### config.mk
export PLATFORM = sky130hd
export DESIGN_NAME = rms_beat_detector_core
export DESIGN_NICKNAME = d
export VERILOG_FILES = /design/src/rbd_pkg.sv /design/src/rbd_arith.sv /design/src/rms_beat_detector_core.sv
export SDC_FILE = /design/constraint.sdc
export NUM_CORES = 2
export LEC_CHECK = 0
export BUFFER_PORTS_ARGS = -buffer_cell sky130_fd_sc_hd__buf_2
export CAP_MARGIN = 20
export CELL_PAD_IN_SITES_DETAIL_PLACEMENT = 0
export CELL_PAD_IN_SITES_GLOBAL_PLACEMENT = 2
export CORE_UTILIZATION = 41
export CTS_CLUSTER_DIAMETER = 120
export DETAILED_ROUTE_END_ITERATION = 8
export PLACE_DENSITY_LB_ADDON = 0.1
export SKIP_LAST_GASP = 1
export SLEW_MARGIN = 25
export SYNTH_ARGS = -nofsm -noshare
export SYNTH_HDL_FRONTEND = slang
export SYNTH_SLANG_ARGS = --single-unit
### constraint.sdc
create_clock -name clock -period 12.53 [get_ports clock]
set_input_delay 0.6265 -clock clock [delete_from_list [all_inputs] [get_ports clock]]
set_output_delay 0.6265 -clock clock [all_outputs]
set_load 0.02 [all_outputs]
### src/rbd_pkg.sv
// ----------------------------------------------------------------------------
// rbd_pkg
// types and constants shared by the rms beat detector modules
// ----------------------------------------------------------------------------
package rbd_pkg;

   localparam int SAMPLE_W   = 16;
   localparam int TIME_W     = 32;
   localparam int SUM_W      = 40;
   localparam int AVG_W      = 32;
   localparam int ROOT_W     = 16;
   localparam int ALPHA_W    = 16;
   localparam int RATIO_W    = 12;
   localparam int DEBOUNCE_W = 16;
   localparam int TOTAL_W    = 32;

   localparam int CSR_IDX_W  = 2;
   localparam int CSR_DATA_W = 16;

   localparam int MUL_A_W    = 33;
   localparam int MUL_B_W    = 17;
   localparam int PROD_W     = MUL_A_W + MUL_B_W;

   localparam int STEP_W     = 6;
   localparam int DIV_STEPS  = SUM_W;
   localparam int SQRT_STEPS = ROOT_W;

   localparam logic [ALPHA_W-1:0]    ALPHA_RESET    = 16'd5243;
   localparam logic [RATIO_W-1:0]    RATIO_RESET    = 12'd640;
   localparam logic [DEBOUNCE_W-1:0] DEBOUNCE_RESET = 16'd200;

   localparam logic [CSR_IDX_W-1:0] CSR_ALPHA    = 2'd0;
   localparam logic [CSR_IDX_W-1:0] CSR_RATIO    = 2'd1;
   localparam logic [CSR_IDX_W-1:0] CSR_DEBOUNCE = 2'd2;

   localparam logic [ROOT_W-1:0] RMS_MAX = 16'd32768;

   typedef struct packed {
      logic signed [SAMPLE_W-1:0] sample;
      logic                       block_end;
      logic [TIME_W-1:0]          time_ms;
   } req_type;

   typedef struct packed {
      logic                beat_flag;
      logic [ROOT_W-1:0]   block_rms;
      logic [ROOT_W-1:0]   average_level;
      logic [TOTAL_W-1:0]  beats_seen;
   } rsp_type;

   typedef enum logic [7:0] {
      S_IDLE  = 8'b0000_0001,
      S_ACC   = 8'b0000_0010,
      S_DIV   = 8'b0000_0100,
      S_SQRT  = 8'b0000_1000,
      S_EMA   = 8'b0001_0000,
      S_AVG   = 8'b0010_0000,
      S_RATIO = 8'b0100_0000,
      S_DEC   = 8'b1000_0000
   } state_type;

endpackage

### src/rbd_arith.sv
// ----------------------------------------------------------------------------
// rbd_arith
// shared arithmetic unit: one signed multiplier and one compare-subtract
// ----------------------------------------------------------------------------
module rbd_arith #(
   parameter int W = 20
) (
   input  logic [W-1:0]                          sub_a,
   input  logic [W-1:0]                          sub_b,
   output logic [W-1:0]                          sub_diff,
   output logic                                  sub_ge,
   input  logic signed [rbd_pkg::MUL_A_W-1:0]    mul_a,
   input  logic signed [rbd_pkg::MUL_B_W-1:0]    mul_b,
   output logic signed [rbd_pkg::PROD_W-1:0]     mul_prod
);

   assign sub_ge   = (sub_a >= sub_b);
   assign sub_diff = sub_a - sub_b;
   assign mul_prod = rbd_pkg::PROD_W'(mul_a) * rbd_pkg::PROD_W'(mul_b);

endmodule

### src/rms_beat_detector_core.sv
// ----------------------------------------------------------------------------
// rms_beat_detector_core
// energy based beat detector over blocks of audio samples
// ----------------------------------------------------------------------------
// A sample that does not close a block is squared on the shared multiplier
// in the accept cycle, and the next cycle adds it to the block sum. A
// closing sample keeps req_stall high through the square, 40 restoring
// divide steps and 16 square root steps on the shared compare-subtract
// unit, then the running average and threshold products on the shared
// multiplier and the beat decision. The decision cycle waits while a
// previous result is still held on rsp.
module rms_beat_detector_core #(
   parameter int BLOCK_MAX = 512
) (
   input  logic                              clock,
   input  logic                              reset,
   input  logic                              req_valid,
   output logic                              req_stall,
   input  rbd_pkg::req_type                  req_payload,
   output logic                              rsp_valid,
   input  logic                              rsp_stall,
   output rbd_pkg::rsp_type                  rsp_payload,
   input  logic                              csr_valid,
   output logic                              csr_ready,
   input  logic [rbd_pkg::CSR_IDX_W-1:0]     csr_index,
   input  logic [rbd_pkg::CSR_DATA_W-1:0]    csr_data
);

   localparam int CW = $clog2(BLOCK_MAX + 1);
   localparam int W  = (CW + 1 > 20) ? CW + 1 : 20;

   rbd_pkg::state_type state_ff, state_in;

   logic [rbd_pkg::SUM_W-1:0]      sum_ff, sum_in;
   logic [CW-1:0]                  cnt_ff, cnt_in;
   logic [CW-1:0]                  div_ff, div_in;
   logic [rbd_pkg::SUM_W-1:0]      work_ff, work_in;
   logic [W-1:0]                   rem_ff, rem_in;
   logic [rbd_pkg::ROOT_W-1:0]     root_ff, root_in;
   logic [rbd_pkg::STEP_W-1:0]     step_ff, step_in;
   logic signed [rbd_pkg::PROD_W-1:0] prod_ff, prod_in;
   logic                           end_ff, end_in;
   logic [rbd_pkg::TIME_W-1:0]     time_ff, time_in;
   logic [rbd_pkg::AVG_W-1:0]      avg_ff, avg_in;
   logic                           seeded_ff, seeded_in;
   logic [rbd_pkg::TIME_W-1:0]     last_ff, last_in;
   logic [rbd_pkg::TOTAL_W-1:0]    total_ff, total_in;
   logic                           rsp_valid_ff, rsp_valid_in;
   rbd_pkg::rsp_type               rsp_ff, rsp_in;

   logic [rbd_pkg::ALPHA_W-1:0]    alpha_ff, alpha_in;
   logic [rbd_pkg::RATIO_W-1:0]    ratio_ff, ratio_in;
   logic [rbd_pkg::DEBOUNCE_W-1:0] debounce_ff, debounce_in;

   logic [W-1:0]                   sub_a, sub_b, sub_diff;
   logic                           sub_ge;
   logic signed [rbd_pkg::MUL_A_W-1:0] mul_a;
   logic signed [rbd_pkg::MUL_B_W-1:0] mul_b;
   logic signed [rbd_pkg::PROD_W-1:0]  mul_prod;

   logic                           req_accept;
   logic                           csr_write;
   logic [rbd_pkg::SAMPLE_W:0]     sample_ext;
   logic [rbd_pkg::SAMPLE_W:0]     sample_mag;
   logic [rbd_pkg::SUM_W:0]        sum_wide;
   logic [rbd_pkg::SUM_W-1:0]      sum_sat;
   logic [CW-1:0]                  cnt_next;
   logic                           block_close;
   logic [rbd_pkg::AVG_W-1:0]      rms_wide;
   logic [rbd_pkg::AVG_W-1:0]      avg_base;
   logic signed [rbd_pkg::PROD_W-1:0] prod_shift;
   logic [rbd_pkg::SUM_W+3:0]      level_lhs;
   logic                           level_hit;
   logic [rbd_pkg::TIME_W-1:0]     elapsed;
   logic                           beat;
   logic                           rsp_free;

   rbd_arith #(
      .W (W)
   ) u_arith (
      .sub_a    (sub_a),
      .sub_b    (sub_b),
      .sub_diff (sub_diff),
      .sub_ge   (sub_ge),
      .mul_a    (mul_a),
      .mul_b    (mul_b),
      .mul_prod (mul_prod)
   );

   assign req_stall   = (state_ff != rbd_pkg::S_IDLE);
   assign req_accept  = req_valid && !req_stall;
   assign csr_ready   = 1'b1;
   assign csr_write   = csr_valid && csr_ready;
   assign rsp_valid   = rsp_valid_ff;
   assign rsp_payload = rsp_ff;
   assign rsp_free    = !rsp_valid_ff || !rsp_stall;

   assign sample_ext = {req_payload.sample[rbd_pkg::SAMPLE_W-1], req_payload.sample};
   assign sample_mag = sample_ext[rbd_pkg::SAMPLE_W] ? (~sample_ext + 1'b1) : sample_ext;

   assign sum_wide    = {1'b0, sum_ff} + (rbd_pkg::SUM_W + 1)'(prod_ff[30:0]);
   assign sum_sat     = sum_wide[rbd_pkg::SUM_W] ? {rbd_pkg::SUM_W{1'b1}}
                                                 : sum_wide[rbd_pkg::SUM_W-1:0];
   assign cnt_next    = cnt_ff + 1'b1;
   assign block_close = end_ff || (cnt_next == CW'(BLOCK_MAX));

   assign rms_wide   = {root_ff, 16'b0};
   assign avg_base   = seeded_ff ? avg_ff : rms_wide;
   assign prod_shift = prod_ff >>> 16;
   assign level_lhs  = {4'b0, root_ff, 24'b0};
   assign level_hit  = level_lhs > prod_ff[rbd_pkg::SUM_W+3:0];
   assign elapsed    = time_ff - last_ff;
   assign beat       = level_hit && (elapsed > rbd_pkg::TIME_W'(debounce_ff));

   // shared unit operand selection
   always_comb begin
      sub_a = '0;
      sub_b = '0;
      mul_a = '0;
      mul_b = '0;
      unique case (state_ff)
         rbd_pkg::S_IDLE: begin
            mul_a = rbd_pkg::MUL_A_W'(sample_mag);
            mul_b = sample_mag;
         end
         rbd_pkg::S_DIV: begin
            sub_a = {rem_ff[W-2:0], work_ff[rbd_pkg::SUM_W-1]};
            sub_b = W'(div_ff);
         end
         rbd_pkg::S_SQRT: begin
            sub_a = {rem_ff[W-3:0], work_ff[31:30]};
            sub_b = W'({root_ff, 2'b01});
         end
         rbd_pkg::S_EMA: begin
            mul_a = {1'b0, rms_wide} - {1'b0, avg_base};
            mul_b = {1'b0, alpha_ff};
         end
         rbd_pkg::S_RATIO: begin
            mul_a = {1'b0, avg_ff};
            mul_b = rbd_pkg::MUL_B_W'(ratio_ff);
         end
         default: begin
         end
      endcase
   end

   // sequencer
   always_comb begin
      state_in     = state_ff;
      sum_in       = sum_ff;
      cnt_in       = cnt_ff;
      div_in       = div_ff;
      work_in      = work_ff;
      rem_in       = rem_ff;
      root_in      = root_ff;
      step_in      = step_ff;
      prod_in      = prod_ff;
      end_in       = end_ff;
      time_in      = time_ff;
      avg_in       = avg_ff;
      seeded_in    = seeded_ff;
      last_in      = last_ff;
      total_in     = total_ff;
      rsp_in       = rsp_ff;
      rsp_valid_in = rsp_valid_ff && rsp_stall;
      unique case (state_ff)
         rbd_pkg::S_IDLE: begin
            if (req_accept) begin
               prod_in  = mul_prod;
               end_in   = req_payload.block_end;
               time_in  = req_payload.time_ms;
               state_in = rbd_pkg::S_ACC;
            end
         end
         rbd_pkg::S_ACC: begin
            if (block_close) begin
               work_in  = sum_sat;
               div_in   = cnt_next;
               sum_in   = '0;
               cnt_in   = '0;
               rem_in   = '0;
               step_in  = '0;
               state_in = rbd_pkg::S_DIV;
            end else begin
               sum_in   = sum_sat;
               cnt_in   = cnt_next;
               state_in = rbd_pkg::S_IDLE;
            end
         end
         rbd_pkg::S_DIV: begin
            rem_in  = sub_ge ? sub_diff : sub_a;
            work_in = {work_ff[rbd_pkg::SUM_W-2:0], sub_ge};
            step_in = step_ff + 1'b1;
            if (step_ff == rbd_pkg::STEP_W'(rbd_pkg::DIV_STEPS - 1)) begin
               rem_in   = '0;
               root_in  = '0;
               step_in  = '0;
               state_in = rbd_pkg::S_SQRT;
            end
         end
         rbd_pkg::S_SQRT: begin
            rem_in  = sub_ge ? sub_diff : sub_a;
            root_in = {root_ff[rbd_pkg::ROOT_W-2:0], sub_ge};
            work_in = {work_ff[rbd_pkg::SUM_W-3:0], 2'b00};
            step_in = step_ff + 1'b1;
            if (step_ff == rbd_pkg::STEP_W'(rbd_pkg::SQRT_STEPS - 1)) begin
               state_in = rbd_pkg::S_EMA;
            end
         end
         rbd_pkg::S_EMA: begin
            prod_in   = mul_prod;
            avg_in    = avg_base;
            seeded_in = 1'b1;
            state_in  = rbd_pkg::S_AVG;
         end
         rbd_pkg::S_AVG: begin
            avg_in   = avg_ff + prod_shift[rbd_pkg::AVG_W-1:0];
            state_in = rbd_pkg::S_RATIO;
         end
         rbd_pkg::S_RATIO: begin
            prod_in  = mul_prod;
            state_in = rbd_pkg::S_DEC;
         end
         rbd_pkg::S_DEC: begin
            if (rsp_free) begin
               if (beat) begin
                  last_in  = time_ff;
                  total_in = total_ff + 1'b1;
               end
               rsp_in.beat_flag     = beat;
               rsp_in.block_rms     = root_ff;
               rsp_in.average_level = avg_ff[rbd_pkg::AVG_W-1:16];
               rsp_in.beats_seen    = beat ? total_ff + 1'b1 : total_ff;
               rsp_valid_in         = 1'b1;
               state_in             = rbd_pkg::S_IDLE;
            end
         end
         default: begin
            state_in = rbd_pkg::S_IDLE;
         end
      endcase
   end

   // configuration registers
   always_comb begin
      alpha_in    = alpha_ff;
      ratio_in    = ratio_ff;
      debounce_in = debounce_ff;
      if (csr_write) begin
         unique case (csr_index)
            rbd_pkg::CSR_ALPHA:    alpha_in    = csr_data;
            rbd_pkg::CSR_RATIO:    ratio_in    = csr_data[rbd_pkg::RATIO_W-1:0];
            rbd_pkg::CSR_DEBOUNCE: debounce_in = csr_data;
            default: begin
            end
         endcase
      end
   end

   always_ff @(posedge clock) begin
      if (reset) begin
         state_ff     <= rbd_pkg::S_IDLE;
         sum_ff       <= '0;
         cnt_ff       <= '0;
         avg_ff       <= '0;
         seeded_ff    <= 1'b0;
         last_ff      <= '0;
         total_ff     <= '0;
         rsp_valid_ff <= 1'b0;
         alpha_ff     <= rbd_pkg::ALPHA_RESET;
         ratio_ff     <= rbd_pkg::RATIO_RESET;
         debounce_ff  <= rbd_pkg::DEBOUNCE_RESET;
      end else begin
         state_ff     <= state_in;
         sum_ff       <= sum_in;
         cnt_ff       <= cnt_in;
         avg_ff       <= avg_in;
         seeded_ff    <= seeded_in;
         last_ff      <= last_in;
         total_ff     <= total_in;
         rsp_valid_ff <= rsp_valid_in;
         alpha_ff     <= alpha_in;
         ratio_ff     <= ratio_in;
         debounce_ff  <= debounce_in;
      end
   end

   always_ff @(posedge clock) begin
      div_ff  <= div_in;
      work_ff <= work_in;
      rem_ff  <= rem_in;
      root_ff <= root_in;
      step_ff <= step_in;
      prod_ff <= prod_in;
      end_ff  <= end_in;
      time_ff <= time_in;
      rsp_ff  <= rsp_in;
   end

   a_rsp_from_decision: assert property (@(posedge clock) disable iff (reset)
      $rose(rsp_valid_ff) |-> $past(state_ff == rbd_pkg::S_DEC))
      else $error("result raised outside the decision step");

   a_count_below_max: assert property (@(posedge clock) disable iff (reset)
      (state_ff == rbd_pkg::S_IDLE) |-> (cnt_ff < CW'(BLOCK_MAX)))
      else $error("open block count reached the block limit");

   a_divisor_nonzero: assert property (@(posedge clock) disable iff (reset)
      (state_ff == rbd_pkg::S_DIV) |-> (div_ff != '0))
      else $error("divide started with an empty block");

   a_rms_range: assert property (@(posedge clock) disable iff (reset)
      (state_ff == rbd_pkg::S_EMA) |-> (root_ff <= rbd_pkg::RMS_MAX))
      else $error("square root result out of range");

   a_total_with_beat: assert property (@(posedge clock) disable iff (reset)
      (!$past(reset) && (total_ff != $past(total_ff)))
         |-> (rsp_valid_ff && rsp_ff.beat_flag))
      else $error("beat total changed without a beat transaction");

endmodule

# Yosys cells after proc, flatten, opt, wreduce, memory -nomap -nowiden

Cells that the tools add are included.

$add $sub $neg: 9
Multipliers: 1
Div/mod/pow operators: 0
Magnitude comparators: 3
Equal/unequal tests: 19
Shift-type cells: 0
Muxes and demuxes: 32
Bitwise logic cells: 1
Reductions and logical operators: 25

Operator list:

| operator              | count |
|---|---|
| $mux 40               | 3 |
| $pmux 40 s3           | 1 |
| $pmux 33 s3           | 1 |
| $pmux 48 s2           | 1 |
| $mux 32               | 2 |
| $pmux 32 s2           | 1 |
| $pmux 8 s8            | 1 |
| $mux 19               | 3 |
| $pmux 19 s3           | 1 |
| $pmux 17 s3           | 1 |
| $mul 33x17->48        | 1 |
| $mux 48               | 1 |
| $gt 40x44->1          | 1 |
| $add 40x31->41        | 1 |
| $pmux 20 s2           | 1 |
| $pmux 18 s2           | 1 |
| $sub 32x32->33        | 1 |
| $add 32x1->32 const B | 1 |
| $add 32x32->32        | 1 |
| $gt 32x16->1          | 1 |
| $mux 8                | 4 |
| $pmux 16 s2           | 1 |
| $sub 32x32->32        | 1 |
| $ge 20x18->1          | 1 |
| 37 further kinds      | 58 |

Bits in registers: 437
Bits in latches: 0
RAM bits: 0
ROM bits: 0
Bits of input ports: 72
Logic and storage cells: 113
Memories kept: 0

# Longest topological paths before layout

Depth after elaboration: 7
Depth in mapped cells: 41

# Cells and area by module

A second synthesis with hierarchy kept.

Cells, all modules: 5,119
Area, all modules: 45,972.8 sq um

Modules (own cells, without submodules):

| module                 | instances | cells each | area an instance (sq um) | seq. area each (sq um) |
|---|---|---|---|---|
| rms_beat_detector_core | 1         | 2,809      | 25,743.4                 | 11,120.7 |
| rbd_arith              | 1         | 2,310      | 20,229.4                 | 0.0 |

# Worst setup path after synthesis

Ideal clock, no wire load.

Kind: register to register
Start point: register seeded_ff
End point: register prod_ff[44] (netlist name), data pin
Library setup time: 0.262 ns
Arrival: 8.757 ns
Required time: 12.268 ns
Slack: 3.511 ns
Stages on the path, launching flop included: 34
Clock period less this slack: 9.019 ns
Cells stage by stage: dfxtp_1 > clkbuf_1 > buf_1 > mux2i_1 > ha_1 > a31oi_1 > o211ai_4 > a31oi_1 > o21ai_0 > a21o_1 > a211o_1 > a32oi_2 > nor2_1 > fa_1 > inv_1 > fa_1 > fa_1 > inv_1 > fa_1 > fa_1 > inv_1 > fa_1 > inv_1 > ha_1 > or4_1 > o21ai_0 > o21ai_0 > a21oi_1 > o311ai_0 > a21oi_1 > and3b_1 > o211ai_1 > a21oi_1 > xor2_1

Cells in the longest elaborated chain, start to end: 6

Ends and longest elaborated chain:

| element                      | RTL line                      | RTL |
|---|---|---|
| start, declared              | rms_beat_detector_core.sv:45  | `logic seeded_ff, seeded_in;` |
| start signal, assigned       | rms_beat_detector_core.sv:278 | `seeded_ff <= seeded_in;` |
| $mux 32 (*)                  | rms_beat_detector_core.sv:108 | `assign avg_base = seeded_ff ? avg_ff : rms_wide;` |
| $sub 32x32->33 (*)           | rms_beat_detector_core.sv:135 | `mul_a = {1'b0, rms_wide} - {1'b0, avg_base};` |
| $pmux 33 s3 (*)              | rms_beat_detector_core.sv:121 | `unique case (state_ff)` |
| $mul 33x17->48 (*)           | rbd_arith.sv:19               | `assign mul_prod = rbd_pkg::PROD_W'(mul_a) * rbd_pkg::PROD_W'(mul_b);` |
| named net mul_prod (one bit) | rms_beat_detector_core.sv:59  | `logic signed [rbd_pkg::PROD_W-1:0] mul_prod;` |
| $mux 48                      | rms_beat_detector_core.sv:168 | `if (req_accept) begin` |
| $pmux 48 s2 (*)              | rms_beat_detector_core.sv:166 | `unique case (state_ff)` |
| end signal, assigned         | rms_beat_detector_core.sv:294 | `prod_ff <= prod_in;` |
| end, declared                | rms_beat_detector_core.sv:41  | `logic signed [rbd_pkg::PROD_W-1:0] prod_ff, prod_in;` |

Mark *: on every way through the listed nets, which the timed path passes. The rest lies on a longest branch. The select of a mux whose other input is x is not followed.
A chain may end at the register's enable or synchronous reset.

# Final worst setup path

Start point: register seeded_ff
End point: register prod_ff[43] (netlist name), data pin

Same word-level chain as after synthesis.

==> summary.md <==
| Metric | Value |
|---|---|
| # DRC | 28 |
| # clock sinks | 437 |
| Vias in the first global route | 34.3k |
| Post-synth EDFFs | 237 |
| Post-synthesis adder-cell area fraction | 32.0% |
| Ys Warns | 0 |
| Asr flop ratio synth | 0% |
| Worst ir drop on vdd | 0.223 mV |
| Met2 GRT Util | 42.5% |
| DPL Wire Length | 107000 um |
| Routed wire length | 137000 um |
| Width of the die | 329 um |
| Num CTS Buffers | 50 |
| Final antenna-violating net count | 0 |
| Final setup violation count | 0 |
| 1st-pass router iterations | 9 |
| Postcts setup bufs | 0 |
| Failing checks | design-rule violations |
| # IOs | 140 |
| Most common cell on crit path | fa_1 |
| Cell depth of the worst setup path | 31 |
| Fin Clk Skew | 0.0215 ns |
| Storage cell area | 11100 um^2 |
| Grt met3 use | 2.08% |
| Worst EP arrival | 10.51 ns |
| Antenna violations before repair | 5 |
| Finished Layout Cells | 6423 |
| 1st-iter DRT viols | 2092 |
| Critical path's top delay family | compound AO/OA/AOI/OAI gates |
| Worst Path Max Fanout | 26 |
| Slew margin rel. | 29.3% |
| Period utilization | 80.8% |
| Worst hold stages | 1 |
| Clk_lat worst skew | 0.61 ns |
| Max Freq | 98.7 MHz |
| Synthesized cell area | 43900 um^2 |
| # rows | 119 |
| Grt total ovfl | 0 |
| RSZ-0062 raised after global routing | false |
| Die height | 329 um |
| Root Driver | clkbuf_16 |
| Vias per inst | 5.36 |
| Status | complete, but fails checks |
| Worst Path Required | 12.91 ns |
| Hold Vio Cnt, Final | 0 |
| Slowest cell on crit path | o31ai_1 |
| Setup_tns | 0 ns |
| Pin count of the biggest net entering global routing | 73 |
| Count leader, synth | inv_1 |
| Dpl cells | 6331 |
| Power, Total | 0.00763 W |
| Wire per inst | 21.3 um |
| Routability cong. | 0.875 |
| CP max stage delay | 0.76 ns |
| PortBufs | 138 |
| Setup crit start kind | register |
| Buffers & Inverters on Critical Path | 5 |
| Critical path class | reg2reg |
| Distinct cell type count after synthesis | 100 |
| Area of the multi-input gates | 29700 um^2 |
| Synth Area in Compound Gates | 14.0% |
| Worst-Margin Slew | 1.06 ns |
| Area contributors post-synth | fa_1 (24%), edfxtp_1 (16%), dfxtp_1 (9.1%), ha_1 (8.0%), inv_1 (5.8%) |
| Cell count after synthesis | 4877 |
| Area Growth Syn to Fin | 9.59% |
| Worst-case clock buffer depth | 3 |
| Post-route minimum period | 10.13 ns |
| FF+latch count, synth | 437 |
| Cells on worst reg2reg path | 31 |
| Die area | 108000 um^2 |
| CTS tree | yes |
| Synth Flop Type | edfxtp_1 |
| Largest family of logic cells by synthesized area | adder cells |
| Worst min-delay path class | in2reg |
| Most Used Layer, Global Route | met2 |
| Routed vias | 34.4k |
| Gr usage total | 25.3% |
| Xor and xnor area share after synthesis | 4.55% |
| M1 GR Usage | 35.8% |
| Fillers | 10.6k |
| Core area | 106000 um^2 |
| Clk pin slew, worst setup/hold paths | 0.06 ns |
| Hold_buf cts | 0 |
| Syn avg cell area | 9.00 um^2 |
| Power density over cell area | 159 nW/um^2 |
| First-pass GRT wire length | 210000 um |
| Top-area cell type share of the netlist area | 24.0% |
| Simple-gate portion of the synthesized area | 15.7% |
| Worst hold slack | 0.189 ns |
| Layout Nets | 5871 |
| Number of max-cap violations | 0 |
| Final Max Slew Viols | 0 |
| Post-CTS Resized | 0 |
| Sequential-to-total area share from yosys stat | 25.3% |
| Most instantiated cells after synthesis | inv_1 (678), nand2_1 (587), nor2_1 (554) |
| Synth area leader | fa_1 |
| Starting Density | 41.5% |
| Layout cell share with drive strength beyond 1 | 7.18% |
| H-tree levels | 2 |
| Crit end category | register |
| Leak | 21.2 nW |
| Mux cell area share after synthesis | 0.804% |
==> sequential cells by signal (all words and copies together), names as in the netlist, 6 cells and up <==
name         cells
ratio_ff        12
step_ff          6
last_ff         32
prod_ff         48
debounce_ff     16
root_ff         16
work_ff         40
cnt_ff          10
sum_ff          40
div_ff          10
state_ff         8
total_ff        32
rem_ff          19
avg_ff          32
alpha_ff        16
time_ff         32
rsp_payload     65
==> routing by layer <==
metal,share of wire [%],vias up,wire (um)
met4,1.8,2,2430
li1,-,16400,-
met3,3.5,128,4750
met2,48,650,65500
met5,0.0088,-,12
met1,47,17300,64200
==> path summary, 6_finish.rpt <==
path                                            endpoint  slack (ns)                startpoint
worst min-delay path               time_ff[28]$_DFFE_PP_        0.19           req_payload[28]
worst max register to register     prod_ff[43]$_DFFE_PP_        2.40    seeded_ff$_SDFFE_PP0P_
worst max-delay path               prod_ff[43]$_DFFE_PP_        2.40    seeded_ff$_SDFFE_PP0P_
worst min register to register  last_ff[30]$_SDFFE_PP0P_        0.45  last_ff[30]$_SDFFE_PP0P_
==> cells in the final DEF (no fill, tap or decap), types with 69 or more instances in the layout <==
cell type / Yosys / final
a21o_1: 78 / 78
a21oi_1: 297 / 293
buf_2: 13 / 137
buf_4: 3 / 77
dfxtp_1: 200 / 199
edfxtp_1: 237 / 237
fa_1: 526 / 526
ha_1: 281 / 281
inv_1: 678 / 677
nand2_1: 587 / 586
nand3_1: 69 / 69
nor2_1: 554 / 550
o21ai_0: 187 / 186
xnor2_1: 145 / 145
xor2_1: 81 / 81
==> cell type report <==
| type | instances | area share (%) |
|---|---|---|
| sequential | 437 | 23.1 |
| inverter | 680 | 5.31 |
| tap | 1391 | 3.62 |
| clock inverter | 27 | 0.684 |
| multi-input combinational | 3607 | 61.8 |
| clock buffer | 64 | 2.75 |
| timing repair buffer | 216 | 2.67 |
| antenna | 1 | 0.00520 |
==> where the power goes <==
part	switching (W)	internal [W]	total, W
sequential	0.000132	0.00179	0.00192
combinational	0.00262	0.00158	0.00419
clock	0.000634	0.000890	0.00152
==> kinds of logic (layout without fill, tap and decap cells) <==
logic type,Yosys count,in the layout
simple gates,1563,1563
compound gates,942,942
buf+inv,864,987
fa+ha+maj,807,807
flops,437,437
xor+xnor,227,227
mux,35,35
other cells,2,34
==> per-stage QoR <==
stage	utilization [%]	worst slack, ns	instance area, um^2
after floorplan	-	3.51	44000
after global placement	43.9	2.48	46400
after detailed placement	43.9	2.34	46400
after CTS	45.5	2.34	48100
after global routing	45.5	1.89	48100
final	45.5	2.40	48100
No activity file was read; power rests on OpenSTA's default activity.
